File: src/mie_pkg.sv
// mips32 instruction execute: shared constants, opcode codes, fsm state and command types
// no dependencies; compiled first
package mie_pkg;

  localparam int unsigned DMEM_WORDS = 1024;
  localparam int unsigned DMEM_AW    = $clog2(DMEM_WORDS);

  localparam logic [31:0] PC_RESET        = 32'h0040_0000;
  localparam logic [31:0] TEXT_BASE_RESET = 32'h0040_0000;
  localparam logic [31:0] EXIT_CODE_A     = 32'd10;
  localparam logic [31:0] EXIT_CODE_B     = 32'd17;
  localparam logic [4:0]  REG_V0          = 5'd2;
  localparam logic [4:0]  REG_RA          = 5'd31;

  localparam logic [2:0] STS_OK     = 3'd0;
  localparam logic [2:0] STS_OVF    = 3'd1;
  localparam logic [2:0] STS_TRAP   = 3'd2;
  localparam logic [2:0] STS_EXIT   = 3'd3;
  localparam logic [2:0] STS_SYS    = 3'd4;
  localparam logic [2:0] STS_HALTED = 3'd5;

  localparam logic [5:0] OP_SPECIAL = 6'h00;
  localparam logic [5:0] OP_REGIMM  = 6'h01;
  localparam logic [5:0] OP_J       = 6'h02;
  localparam logic [5:0] OP_JAL     = 6'h03;
  localparam logic [5:0] OP_BEQ     = 6'h04;
  localparam logic [5:0] OP_BNE     = 6'h05;
  localparam logic [5:0] OP_BLEZ    = 6'h06;
  localparam logic [5:0] OP_BGTZ    = 6'h07;
  localparam logic [5:0] OP_ADDI    = 6'h08;
  localparam logic [5:0] OP_ADDIU   = 6'h09;
  localparam logic [5:0] OP_SLTI    = 6'h0a;
  localparam logic [5:0] OP_SLTIU   = 6'h0b;
  localparam logic [5:0] OP_ANDI    = 6'h0c;
  localparam logic [5:0] OP_ORI     = 6'h0d;
  localparam logic [5:0] OP_XORI    = 6'h0e;
  localparam logic [5:0] OP_LUI     = 6'h0f;
  localparam logic [5:0] OP_LB      = 6'h20;
  localparam logic [5:0] OP_LH      = 6'h21;
  localparam logic [5:0] OP_LW      = 6'h23;
  localparam logic [5:0] OP_LBU     = 6'h24;
  localparam logic [5:0] OP_LHU     = 6'h25;
  localparam logic [5:0] OP_SB      = 6'h28;
  localparam logic [5:0] OP_SH      = 6'h29;
  localparam logic [5:0] OP_SW      = 6'h2b;
  localparam logic [5:0] OP_LL      = 6'h30;
  localparam logic [5:0] OP_SC      = 6'h38;

  localparam logic [5:0] FN_SLL     = 6'h00;
  localparam logic [5:0] FN_SRL     = 6'h02;
  localparam logic [5:0] FN_SRA     = 6'h03;
  localparam logic [5:0] FN_SLLV    = 6'h04;
  localparam logic [5:0] FN_SRLV    = 6'h06;
  localparam logic [5:0] FN_SRAV    = 6'h07;
  localparam logic [5:0] FN_JR      = 6'h08;
  localparam logic [5:0] FN_JALR    = 6'h09;
  localparam logic [5:0] FN_SYSCALL = 6'h0c;
  localparam logic [5:0] FN_MFHI    = 6'h10;
  localparam logic [5:0] FN_MTHI    = 6'h11;
  localparam logic [5:0] FN_MFLO    = 6'h12;
  localparam logic [5:0] FN_MTLO    = 6'h13;
  localparam logic [5:0] FN_MULT    = 6'h18;
  localparam logic [5:0] FN_MULTU   = 6'h19;
  localparam logic [5:0] FN_DIV     = 6'h1a;
  localparam logic [5:0] FN_DIVU    = 6'h1b;
  localparam logic [5:0] FN_ADD     = 6'h20;
  localparam logic [5:0] FN_ADDU    = 6'h21;
  localparam logic [5:0] FN_SUB     = 6'h22;
  localparam logic [5:0] FN_SUBU    = 6'h23;
  localparam logic [5:0] FN_AND     = 6'h24;
  localparam logic [5:0] FN_OR      = 6'h25;
  localparam logic [5:0] FN_XOR     = 6'h26;
  localparam logic [5:0] FN_NOR     = 6'h27;
  localparam logic [5:0] FN_SLT     = 6'h2a;
  localparam logic [5:0] FN_SLTU    = 6'h2b;
  localparam logic [5:0] FN_TGE     = 6'h30;
  localparam logic [5:0] FN_TGEU    = 6'h31;
  localparam logic [5:0] FN_TLT     = 6'h32;
  localparam logic [5:0] FN_TLTU    = 6'h33;
  localparam logic [5:0] FN_TEQ     = 6'h34;
  localparam logic [5:0] FN_TNE     = 6'h36;

  localparam logic [4:0] RI_BLTZ    = 5'h00;
  localparam logic [4:0] RI_BGEZ    = 5'h01;
  localparam logic [4:0] RI_TGEI    = 5'h08;
  localparam logic [4:0] RI_TGEIU   = 5'h09;
  localparam logic [4:0] RI_TLTI    = 5'h0a;
  localparam logic [4:0] RI_TLTIU   = 5'h0b;
  localparam logic [4:0] RI_TEQI    = 5'h0c;
  localparam logic [4:0] RI_TNEI    = 5'h0e;
  localparam logic [4:0] RI_BLTZAL  = 5'h10;
  localparam logic [4:0] RI_BGEZAL  = 5'h11;

  typedef enum logic [2:0] {
    S_CLEAR,
    S_IDLE,
    S_READ,
    S_EXEC,
    S_DIV,
    S_DONE
  } state_t;

  typedef struct packed {
    logic clear_step;
    logic accept;
    logic read;
    logic exec;
    logic div_step;
    logic push;
  } cmd_t;

  typedef struct packed {
    logic clear_last;
    logic need_div;
    logic div_last;
  } stat_t;

endpackage

File: src/mie_ctrl.sv
// mips32 instruction execute: controller state machine and result valid flag
// depends on mie_pkg
module mie_ctrl (
  input  logic           clk,
  input  logic           rst,
  input  logic           in_valid,
  output logic           in_ready,
  output logic           out_valid,
  input  logic           out_ready,
  input  mie_pkg::stat_t stat,
  output mie_pkg::cmd_t  cmd
);
  import mie_pkg::*;

  state_t state;
  state_t state_next;
  logic   out_valid_next;
  logic   out_free;

  assign out_free = !out_valid || out_ready;

  always_ff @(posedge clk) begin
    if (rst) begin
      state     <= S_CLEAR;
      out_valid <= 1'b0;
    end else begin
      state     <= state_next;
      out_valid <= out_valid_next;
    end
  end

  always_comb begin
    state_next = state;
    unique case (state)
      S_CLEAR: if (stat.clear_last) state_next = S_IDLE;
      S_IDLE:  if (in_valid) state_next = S_READ;
      S_READ:  state_next = S_EXEC;
      S_EXEC:  state_next = stat.need_div ? S_DIV : S_DONE;
      S_DIV:   if (stat.div_last) state_next = S_DONE;
      S_DONE:  if (out_free) state_next = S_IDLE;
      default: state_next = S_CLEAR;
    endcase
  end

  always_comb begin
    cmd            = '0;
    in_ready       = 1'b0;
    unique case (state)
      S_CLEAR: cmd.clear_step = 1'b1;
      S_IDLE: begin
        in_ready   = 1'b1;
        cmd.accept = in_valid;
      end
      S_READ:  cmd.read = 1'b1;
      S_EXEC:  cmd.exec = 1'b1;
      S_DIV:   cmd.div_step = 1'b1;
      S_DONE:  cmd.push = out_free;
      default: cmd = '0;
    endcase
    if (cmd.push) begin
      out_valid_next = 1'b1;
    end else if (out_ready) begin
      out_valid_next = 1'b0;
    end else begin
      out_valid_next = out_valid;
    end
  end

endmodule

File: config.mk
export PLATFORM = sky130hd
export DESIGN_NAME = mie_ctrl
export DESIGN_NICKNAME = d
export VERILOG_FILES = /design/src/mie_pkg.sv /design/src/mie_ctrl.sv
export SDC_FILE = /design/constraint.sdc
export NUM_CORES = 1
export LEC_CHECK = 0
export BUFFER_PORTS_ARGS = -buffer_cell sky130_fd_sc_hd__buf_2
export CAP_MARGIN = 20
export CORE_AREA = 5 5 42 44
export DETAILED_ROUTE_END_ITERATION = 8
export DIE_AREA = 0 0 47 49
export PLACE_DENSITY = 0.53
export SLEW_MARGIN = 20
export SYNTH_ARGS = -nofsm -noshare
export SYNTH_HDL_FRONTEND = slang
export SYNTH_SLANG_ARGS = --single-unit
File: constraint.sdc
create_clock -name clk -period 1 [get_ports clk]
set_input_delay 0.15 -clock clk [delete_from_list [all_inputs] [get_ports clk]]
set_output_delay 0.15 -clock clk [all_outputs]
set_load 0.1 [all_outputs]
# Yosys cells after proc, flatten, opt, wreduce, memory -nomap -nowiden
# Cells that the tools add are included.
dict set report totals {
  out_inout_bits 8
  latch_bits 0
  wordCells 31
  memories 0
  mem_bits_rw 0
  reg_bits 4
  rom_bits 0
  inputBits 7
}
dict set report op_classes {
  n_eq_ne 9
  n_lt_le_gt_ge 0
  multipliers 0
  n_shift 0
  n_bitwise 0
  muxes 15
  n_div 0
  reduce_logical 5
  addsub 0
}
# cell n
set op_table {}
lappend op_table {{$pmux W3 S6} 1}
lappend op_table {{$mux W3} 4}
lappend op_table {{$mux W1} 10}
lappend op_table {{$ne A2 B2 Y1 const B} 4}
lappend op_table {{$eq A3 B2 Y1 const B} 2}
lappend op_table {{$eq A3 B3 Y1 const B} 2}
lappend op_table {{$reduce_and A4 Y1} 1}
lappend op_table {{$eq A3 B1 Y1 const B} 1}
lappend op_table {{$logic_not A3 Y1} 1}
lappend op_table {{$reduce_bool A2 Y1} 1}
lappend op_table {{$logic_not A1 Y1} 1}
lappend op_table {{$logic_or A1 B1 Y1} 1}

# Logic depth before layout (Yosys ltp)
# Gate-level depths: netlist of run 1.
dict set report depth {
  ltp_word 4
  depth_mapped 4
  ltp_nobuf 3
}

# Worst setup path before layout of run 1
# Ideal clock, no wire load.
dict set report synth_path {
  path_type {flip-flop to output port}
  startpoint {register state[0]}
  endpoint {output in_ready}
  required_time_ps 850
  arrival_ps 2518
  path_buffers 1
  stages_incl_launch_ff 4
  setup_slack_ps -1668
  path_cell_list {dfxtp_1 buf_4 inv_1 nor3_1}
}
dict set report synth_between {
  elab_chain_len 2
}
# item line_no
set synth_rtl {}
lappend synth_rtl {{from (decl)} mie_ctrl.sv:15} ;# state_t state;
lappend synth_rtl {{from (signal assigned)} mie_ctrl.sv:27} ;# state <= state_next;
lappend synth_rtl {{$eq A3 B1 Y1} mie_ctrl.sv:48} ;# unique case (state)
lappend synth_rtl {{$mux W1} mie_ctrl.sv:48}
lappend synth_rtl {{to (decl)} mie_ctrl.sv:7} ;# output logic in_ready,
# No other way between the ends.

==> out/metrics.cfg, run 1 <==
[logic_synthesis]
synth-xor-area-share_pct=0
synth_fp_nets=39
synthCells=32
syn-cell-area_um2=241
synthMuxAreaShare_pct=4.66
synth_top_family_by_area=simple AND/OR/NAND/NOR gates
yosys_warnings=0
syn_area_per_cell_um2=7.55
synthSimpleGateAreaFrac_pct=38.9
synth_compound_area_share_pct=14.0
ys_ff_latch=4
synth.distinct_cells=17
synth_adder_area_share_pct=0
yosysSeqAreaShare_pct=33.2

[layout]
fin_nets=73
n_antenna_cell=0
final_common_cell=buf_4
finalInstanceArea_um2=731
area_growth_pct=203
fillers=132
final_cell_mix=buf_4 (9), buf_12 (8), buf_6 (8)
drive_above_1_share_pct=87.7

[outcome]
failed_checks=negative setup slack
status=finished with violations

[critical_path]
end_kind=primary output
critical_path.startpoint_type=flop
cp_max_fo=4
cpPeakStageDelay_ns=0.35
worst-setup-path-type=flop to primary output
cp_data_required_time_ns=0.85
arrival_ns=1.18
cpMaxStageDelayCell=dfxtp_4
path_delay_family=simple AND/OR/NAND/NOR gates
cp_num_buf_inv=1
crit_path_cell_trace=and2b_2 > and2_4 > buf_12

[power_and_ir_drop]
leakage_nw=0.331
power_density_nw_per_um2=1270
ir_drop_uv=927

[route]
routed.top_layer=met3
drc=0
drt_iter0_drc=0
viasPerCell=4.16
first_pass_iters=1
met2WireLength_um=493
ant_nets=0
wl_met1_um=349
dr_wl_met3_um=56
wl_um=900
routedWlPerCell_um=11.1
num_vias=337

[timing]
worst_pin_slew_ns=0.213
max_freq_mhz=755
setup_viol=10
fin_crit_ns=1.33
fin_tns_setup_ns=-2.37
relSlewSlack_pct=85.6
final-max-slew-violation-count=0
rsz0062_at_grt=true
skew_ns=0.00358
post-route-worst-setup-slack_ns=-0.325
hold_viol=0
min_period_over_period_pct=133

[global_route]
grt_antenna_before_repair=0
grt-ovfl-total=0
first_global_vias=361
grt_max_degree=7
grt_pass1_wl_mm=1.55
track_usage_pct=9.05

[place]
finalWeightedCongestion=0.742
place_area_um2=567
port_buffers=14

[floorplan]
chipHeight_um=49
pin_count=15
initial_core_util_pct=17.2
die_w_um=47
core_area_um2=1400
rows=14
dieArea_um2=2300

[clock_network]
htreeDepth=1
clkSlewWorstSetupHoldPaths_ns=0.04
cts_hold_buffers=0
cts-root-buf=clkbuf_4
cts_buffers=3
cts.sinks=4
cts_tree=yes
clock_path_buffers=2
clock_latency_ns=0.23

[flow_run]
drv_cap=0

[hold_path]
min_path_type=primary input to flop

-- Yosys cell counts, drive strengths merged --
| library cell | n | area [um2] |
|---|---|---|
| nand2 | 5 | 21.3 |
| dfxtp | 4 | 80.1 |
| nor3 | 4 | 25.0 |
| nor2 | 3 | 11.3 |
| a21oi | 2 | 10.0 |
| and2 | 2 | 12.5 |
| and2b | 2 | 17.5 |
| buf | 2 | 15.0 |
| inv | 2 | 7.51 |
| o21ai | 2 | 10.0 |
| a31oi | 1 | 6.26 |
| mux2 | 1 | 11.3 |
| nor2b | 1 | 6.26 |
| o211ai | 1 | 7.51 |
-- registers in the layout (all words and copies together) (netlist names) --
name and cells:
state 3, out_valid 1
-- repair_timing --
action,CTS,global route
gates cloned,0,0
gates resized for setup,16,9
pin swaps,9,5
setup endpoints to repair,10,12
setup buffers,5,5
-- power by group --
part / total, W / internal [W] / switching (W)
clock: 0.000217 / 0.000150 / 0.0000669
combinational: 0.000518 / 0.000227 / 0.000290
sequential: 0.000192 / 0.000169 / 0.0000233
total: 0.000926 / 0.000546 / 0.000381
-- layer usage --
layer | vias up | global-route usage (%)
li1 | 173 | -
met1 | 153 | 11.8
met2 | 11 | 13.8
met3 | 0 | 2.95
met4 | 0 | 2.76
met5 | - | 0
-- metrics by stage --
| step | hold WS, ns | setup WS (ns) | utilization [%] | cells | total power [W] |
|---|---|---|---|---|---|
| 6_report | 0.125 | -0.325 | 52.1 | 81 | 0.000926 |
| 5_1_grt | 0.122 | -0.382 | 52.1 | 81 | 0.000979 |
| 4_1_cts | 0.112 | -0.337 | 48.8 | 78 | 0.000917 |
| 3_5_place_dp | 0.369 | -0.141 | 40.4 | 69 | 0.000621 |
| 3_3_place_gp | 0.364 | -0.138 | 40.4 | 69 | 0.000620 |
| 2_1_floorplan | 0.209 | -0.406 | - | 32 | 0.000463 |
-- layout make-up --
type | instances | area (um2) | area share (%)
Inverter | 2 | 13.8 | 1.88
Multi-Input combinational cell | 24 | 228 | 31.2
Timing Repair Buffer | 31 | 348 | 47.6
Clock buffer | 4 | 26.3 | 3.60
Tap cell | 16 | 20.0 | 2.74
Sequential cell | 4 | 95.1 | 13.0
-- final timing paths --
check,start,end,slack (ns),depth (start not counted)
setup / recovery,state[2],cmd[3],-0.33,3
hold / removal,rst,state[2],0.12,2
setup reg to reg,state[2],state[0],-0.19,6
hold reg to reg,state[0],out_valid,0.58,2
-- kinds of logic after synthesis --
| family | after synthesis |
|---|---|
| AOI/OAI and AO/OA | 6 |
| buffers and inverters | 4 |
| DFF | 4 |
| muxes | 1 |
| and+or+nand+nor | 17 |
Power figures use the tool's default switching activity.
==> run 2: changes to the inputs <==
--- a/config.mk
+++ b/config.mk
@@ -7,10 +7,12 @@
 export LEC_CHECK = 0
 export BUFFER_PORTS_ARGS = -buffer_cell sky130_fd_sc_hd__buf_2
 export CAP_MARGIN = 20
-export CORE_AREA = 5 5 42 44
+export CELL_PAD_IN_SITES_DETAIL_PLACEMENT = 0
+export CELL_PAD_IN_SITES_GLOBAL_PLACEMENT = 2
+export CORE_MARGIN = 5
+export CORE_UTILIZATION = 16
 export DETAILED_ROUTE_END_ITERATION = 8
-export DIE_AREA = 0 0 47 49
-export PLACE_DENSITY = 0.53
+export PLACE_DENSITY = 0.75
 export SLEW_MARGIN = 20
 export SYNTH_ARGS = -nofsm -noshare
 export SYNTH_HDL_FRONTEND = slang
==> out/metrics.cfg, run 2 (same netlist as run 1, synthesis figures left out) <==
[outcome]
status=finished with violations  ; unchanged
failed_checks=negative setup slack  ; unchanged

[critical_path]
worst-setup-path-type=flop to primary output  ; unchanged
cp_num_buf_inv=2  ; was 1
arrival_ns=1.19  ; was 1.18 ns
cp_max_fo=4  ; unchanged
r2r-start=state[2]  ; unchanged
startpoint=state[2]  ; unchanged
critical_path.startpoint_type=flop  ; unchanged
cp-endpoint=cmd[2]  ; was cmd[3]
crit_path_cell_trace=and2b_2 > nand2_4 > clkinvlp_4 > buf_12  ; was and2b_2 > and2_4 > buf_12
end_kind=primary output  ; unchanged
cp_data_required_time_ns=0.85  ; about the same
r2r_cells=6  ; unchanged
cpPeakStageDelay_ns=0.36  ; was 0.35 ns
path_delay_family=flip-flops  ; was simple AND/OR/NAND/NOR gates
worstReg2RegEnd=state[0]  ; unchanged
path_depth=4  ; was 3
cpMaxStageDelayCell=dfxtp_4  ; unchanged
regToRegSetupSlack_ns=-0.21  ; was -0.19 ns

[global_route]
grt_antenna_before_repair=0  ; unchanged
first_global_vias=366  ; was 361
grt_max_degree=7  ; unchanged
grt-ovfl-total=0  ; unchanged
track_usage_pct=8.94  ; was 9.05%
grt_pass1_wl_mm=1.59  ; was 1.55 mm

[layout]
finalInstanceArea_um2=716  ; was 731 um2
area_growth_pct=196  ; was 203%
n_antenna_cell=0  ; unchanged
final_cell_mix=buf_4 (9), buf_12 (8), buf_6 (7)  ; was buf_4 (9), buf_12 (8), buf_6 (8)
top_regs=state: 3 flops, out_valid: 1 flops  ; unchanged
final_common_cell=buf_4  ; unchanged
ff_latch_area_um2=95.1  ; unchanged
multi_input_area_um2=224  ; was 228 um2
fin_nets=72  ; was 73
largest_reg_flops=3  ; unchanged
fin_util_pct=48.6  ; was 52.1%
fillers=142  ; was 132
final_cells=80  ; was 81
drive_above_1_share_pct=85.9  ; was 87.7%
largest_register=state  ; unchanged

[flow_run]
drv_cap=0  ; unchanged

[timing]
rsz0062_at_grt=true  ; unchanged
max_freq_mhz=749  ; was 755 MHz
relSlewSlack_pct=84.2  ; was 85.6%
fin_crit_ns=1.34  ; was 1.33 ns
min_period_over_period_pct=134  ; was 133%
hold_viol=0  ; unchanged
final-max-slew-violation-count=0  ; unchanged
post-route-worst-setup-slack_ns=-0.335  ; was -0.325 ns
setup_viol=10  ; unchanged
skew_ns=0.00374  ; was 0.00358 ns
worst_pin_slew_ns=0.234  ; was 0.213 ns

[clock_network]
cts_buffers=3  ; unchanged
cts_hold_buffers=0  ; unchanged
clock_path_buffers=2  ; unchanged
htreeDepth=1  ; unchanged
cts.sinks=4  ; unchanged
cts_tree=yes  ; unchanged
clock_latency_ns=0.24  ; was 0.23 ns
clkSlewWorstSetupHoldPaths_ns=0.04  ; about the same
cts-root-buf=clkbuf_4  ; unchanged

[route]
first_pass_iters=3  ; was 1
wl_um=932  ; was 900 um
routedWlPerCell_um=11.7  ; was 11.1 um
viasPerCell=4.29  ; was 4.16
num_vias=343  ; was 337
ant_nets=0  ; unchanged
drt_iter0_drc=4  ; was 0
drc=0  ; unchanged

[place]
finalWeightedCongestion=0.733  ; was 0.742
port_buffers=14  ; unchanged
place_area_um2=574  ; was 567 um2
pre_cts_ws_ns=-0.146  ; was -0.141 ns
dp.cells=70  ; was 69
dpl.hpwl_um=629

[floorplan]
rows=14  ; unchanged
pin_count=15  ; unchanged
dieArea_um2=2390  ; was 2300 um2
chipHeight_um=48.9  ; was 49 um
core_area_um2=1470  ; was 1400 um2
initial_core_util_pct=16.4  ; was 17.2%
die_w_um=48.9  ; was 47 um

[power_and_ir_drop]
power_density_nw_per_um2=1300  ; was 1270 nW/um2
leakage_nw=0.325  ; was 0.331 nW
ir_drop_uv=781  ; was 927 uV

[hold_path]
min_path_type=primary input to flop  ; unchanged

[run 2: changes by cell type in the layout (fill, tap and decap cells not counted), sizes merged]
cell  previous run  this run
buf             31        30
[run 2: per-stage QoR]
step	power (W)	setup TNS, ns	hold WS [ns]
detailed placement	0.000627	-0.507	0.370
global placement	0.000624	-0.463	0.370
CTS	0.000928	-2.33	0.114
global route	0.000977	-2.96	0.112
floorplan	0.000463	-2.01	0.209
finish	0.000929	-2.48	0.117
[run 2: repair_timing]
action                                  4_1_cts  5_1_grt
endpoints found under the setup margin        9       11
resized for setup                            16        5
setup buffers                                 4        2
pin swaps                                     8        4
endpoints found under the hold margin         0        0
[run 2: how the worst min path moves through the flow]
stage	slack [ns]	endpoint	cells after the start	startpoint
after detailed placement	0.37	state[2]	2	rst
after global routing	0.11	state[2]	2	rst
after CTS	0.11	state[1]	2	rst
after floorplan	0.21	state[2]	1	rst
final	0.12	state[2]	2	rst
after global placement	0.37	state[1]	2	rst
[run 2: report_power, final]
group | total [W] | switching, W | internal [W]
registers | 0.000195 | 0.0000265 | 0.000169
logic | 0.000504 | 0.000284 | 0.000220
clock network | 0.000230 | 0.0000794 | 0.000151
total | 0.000929 | 0.000390 | 0.000539
[run 2: cell type report]
| cell class | instances | area share (%) |
|---|---|---|
| Multi-Input combinational cell | 24 | 31.3 |
| Sequential cell | 4 | 13.3 |
| Timing Repair Buffer | 30 | 47.0 |
| Clock buffer | 4 | 3.67 |
| Inverter | 2 | 1.92 |
| Tap cell | 16 | 2.80 |
[run 2: per-layer routing]
metal | wire [um] | track usage, % | vias to the layer above
met5 | 0 | 0 | -
met4 | 20 | 6.73 | 0
met3 | 74 | 4.89 | 2
met2 | 468 | 12.4 | 15
met1 | 369 | 10.1 | 155
li1 | - | - | 171
==> run 3: changes to the inputs <==
--- a/config.mk
+++ b/config.mk
@@ -8,11 +8,11 @@
 export BUFFER_PORTS_ARGS = -buffer_cell sky130_fd_sc_hd__buf_2
 export CAP_MARGIN = 20
 export CELL_PAD_IN_SITES_DETAIL_PLACEMENT = 0
-export CELL_PAD_IN_SITES_GLOBAL_PLACEMENT = 2
-export CORE_MARGIN = 5
-export CORE_UTILIZATION = 16
+export CELL_PAD_IN_SITES_GLOBAL_PLACEMENT = 1
+export CORE_AREA = 5 5 42 44
 export DETAILED_ROUTE_END_ITERATION = 8
-export PLACE_DENSITY = 0.75
+export DIE_AREA = 0 0 47 49
+export PLACE_DENSITY = 0.68
 export SLEW_MARGIN = 20
 export SYNTH_ARGS = -nofsm -noshare
 export SYNTH_HDL_FRONTEND = slang
==> out/metrics.cfg, run 3 (same netlist as run 1, synthesis figures left out) <==
[clock_network]
cts_buffers=3  ; unchanged
htreeDepth=1  ; unchanged
clkSlewWorstSetupHoldPaths_ns=0.04  ; about the same
cts_hold_buffers=0  ; unchanged
clock_latency_ns=0.24  ; about the same
cts-root-buf=clkbuf_4  ; unchanged
cts_tree=yes  ; unchanged
cts.sinks=4  ; unchanged
clock_path_buffers=2  ; unchanged

[critical_path]
end_kind=primary output  ; unchanged
cp_data_required_time_ns=0.85  ; about the same
cpMaxStageDelayCell=dfxtp_4  ; unchanged
crit_path_cell_trace=and2b_2 > nand2_2 > clkinvlp_4 > buf_12  ; was and2b_2 > nand2_4 > clkinvlp_4 > buf_12
cp_max_fo=3  ; was 4
arrival_ns=1.17  ; was 1.19 ns
worst-setup-path-type=flop to primary output  ; unchanged
critical_path.startpoint_type=flop  ; unchanged
cpPeakStageDelay_ns=0.35  ; was 0.36 ns

[route]
num_vias=309  ; was 343
met2WireLength_um=368  ; was 468 um
ant_nets=0  ; unchanged
dr_wl_met3_um=48  ; was 74 um
routed.top_layer=met3  ; was met4
routedWlPerCell_um=10.3  ; was 11.7 um
wl_met1_um=345  ; was 369 um
first_pass_iters=3  ; unchanged
drt_iter0_drc=2  ; was 4
drc=0  ; unchanged
wl_um=762  ; was 932 um
viasPerCell=4.18  ; was 4.29

[power_and_ir_drop]
design_power_total_w=0.000871  ; was 0.000929 W
power_density_nw_per_um2=1350  ; was 1300 nW/um2
ir_drop_uv=625  ; was 781 uV
leakage_nw=0.264  ; was 0.325 nW

[layout]
n_antenna_cell=0  ; unchanged
largest_reg_flops=3  ; unchanged
fin_nets=66  ; was 72
final_common_cell=buf_12  ; was buf_4
final_cells=74  ; was 80
final_cell_mix=buf_12 (8), buf_4 (7), buf_2 (6)  ; was buf_4 (9), buf_12 (8), buf_6 (7)
largest_register=state  ; unchanged
area_growth_pct=167  ; was 196%
top_regs=state: 3 flops, out_valid: 1 flops  ; unchanged
drive_above_1_share_pct=86.2  ; was 85.9%

[timing]
max_freq_mhz=758  ; was 749 MHz
final-max-slew-violation-count=0  ; unchanged
min_period_over_period_pct=132  ; was 134%
relSlewSlack_pct=87.6  ; was 84.2%
worst_pin_slew_ns=0.186  ; was 0.234 ns
fin_crit_ns=1.32  ; was 1.34 ns
hold_viol=0  ; unchanged
post-route-worst-setup-slack_ns=-0.319  ; was -0.335 ns
skew_ns=0.00945  ; was 0.00374 ns
setup_viol=9  ; was 10
rsz0062_at_grt=true  ; unchanged

[place]
finalWeightedCongestion=0.770  ; was 0.733
dp.cells=68  ; was 70
port_buffers=14  ; unchanged
dpl.hpwl_um=620  ; was 629 um

[floorplan]
die_w_um=47  ; was 48.9 um
chipHeight_um=49  ; was 48.9 um
initial_core_util_pct=17.2  ; was 16.4%
dieArea_um2=2300  ; was 2390 um2
rows=14  ; unchanged
pin_count=15  ; unchanged
core_area_um2=1400  ; was 1470 um2

[hold_path]
min_path_type=primary input to flop  ; unchanged

[outcome]
failed_checks=negative setup slack  ; unchanged
status=finished with violations  ; unchanged

[global_route]
first_global_vias=324  ; was 366
grt_pass1_wl_mm=1.32  ; was 1.59 mm
track_usage_pct=7.89  ; was 8.94%
grt-ovfl-total=0  ; unchanged
grt_max_degree=6  ; was 7
grt_antenna_before_repair=0  ; unchanged

[flow_run]
drv_cap=0  ; unchanged

run 3: cell types whose count changed in the layout (fill, tap and decap cells not counted), sizes merged:
| cell | change |
|---|---|
| buf | -6 |
run 3: worst max-delay path, delay by kind of cell (launching register included):
family | cells | cell delay [ns]
buffers and inverters | 2 | 0.26
flip-flops | 1 | 0.35
AND/OR/NAND/NOR | 2 | 0.32
run 3: worst paths after layout:
check / cells past startpoint / to / slack [ns] / start
max: 4 / cmd[2] / -0.32 / state[2]
min: 2 / state[1] / 0.12 / rst
max reg2reg: 5 / state[0] / -0.09 / state[2]
min reg2reg: 2 / state[1] / 0.57 / state[2]
run 3: what timing repair did:
action | in CTS | in global routing
buffers inserted | 3 | 1
endpoints found under the setup margin | 11 | 11
resized for setup | 12 | 5
hold endpoints to repair | 0 | 0
pin swaps | 8 | 5
run 3: metrics by stage:
stage / hold slack (ns) / instance area [um2] / util, % / setup slack [ns] / TNS [ns]
2_1_floorplan: 0.209 / 312 / - / -0.406 / -2.01
3_3_place_gp: 0.367 / 559 / 39.9 / -0.136 / -0.434
3_5_place_dp: 0.365 / 559 / 39.9 / -0.150 / -0.467
4_1_cts: 0.114 / 639 / 45.6 / -0.339 / -2.38
5_1_grt: 0.125 / 644 / 46.0 / -0.368 / -2.55
6_report: 0.123 / 644 / 46.0 / -0.319 / -2.12
run 3: area by class of cell:
type                            instances  area, um2
Tap cell                               16       20.0
Fill cell                             138        757
Inverter                                2       13.8
Multi-Input combinational cell         24        213
Clock buffer                            4       26.3
Sequential cell                         4       95.1
Timing Repair Buffer                   24        277
run 3: metal layers:
layer	vias up	global-route usage, %
met5	-	0
met4	0	4.15
met3	0	1.48
met2	10	11.8
met1	142	10.4
li1	157	-
run 3: where the power goes:
| group | switching (W) | internal, W | leakage, nW |
|---|---|---|---|
| Sequential | 0.0000206 | 0.000169 | 0.0355 |
| Combinational | 0.000276 | 0.000189 | 0.213 |
| Clock | 0.0000678 | 0.000150 | 0.0150 |
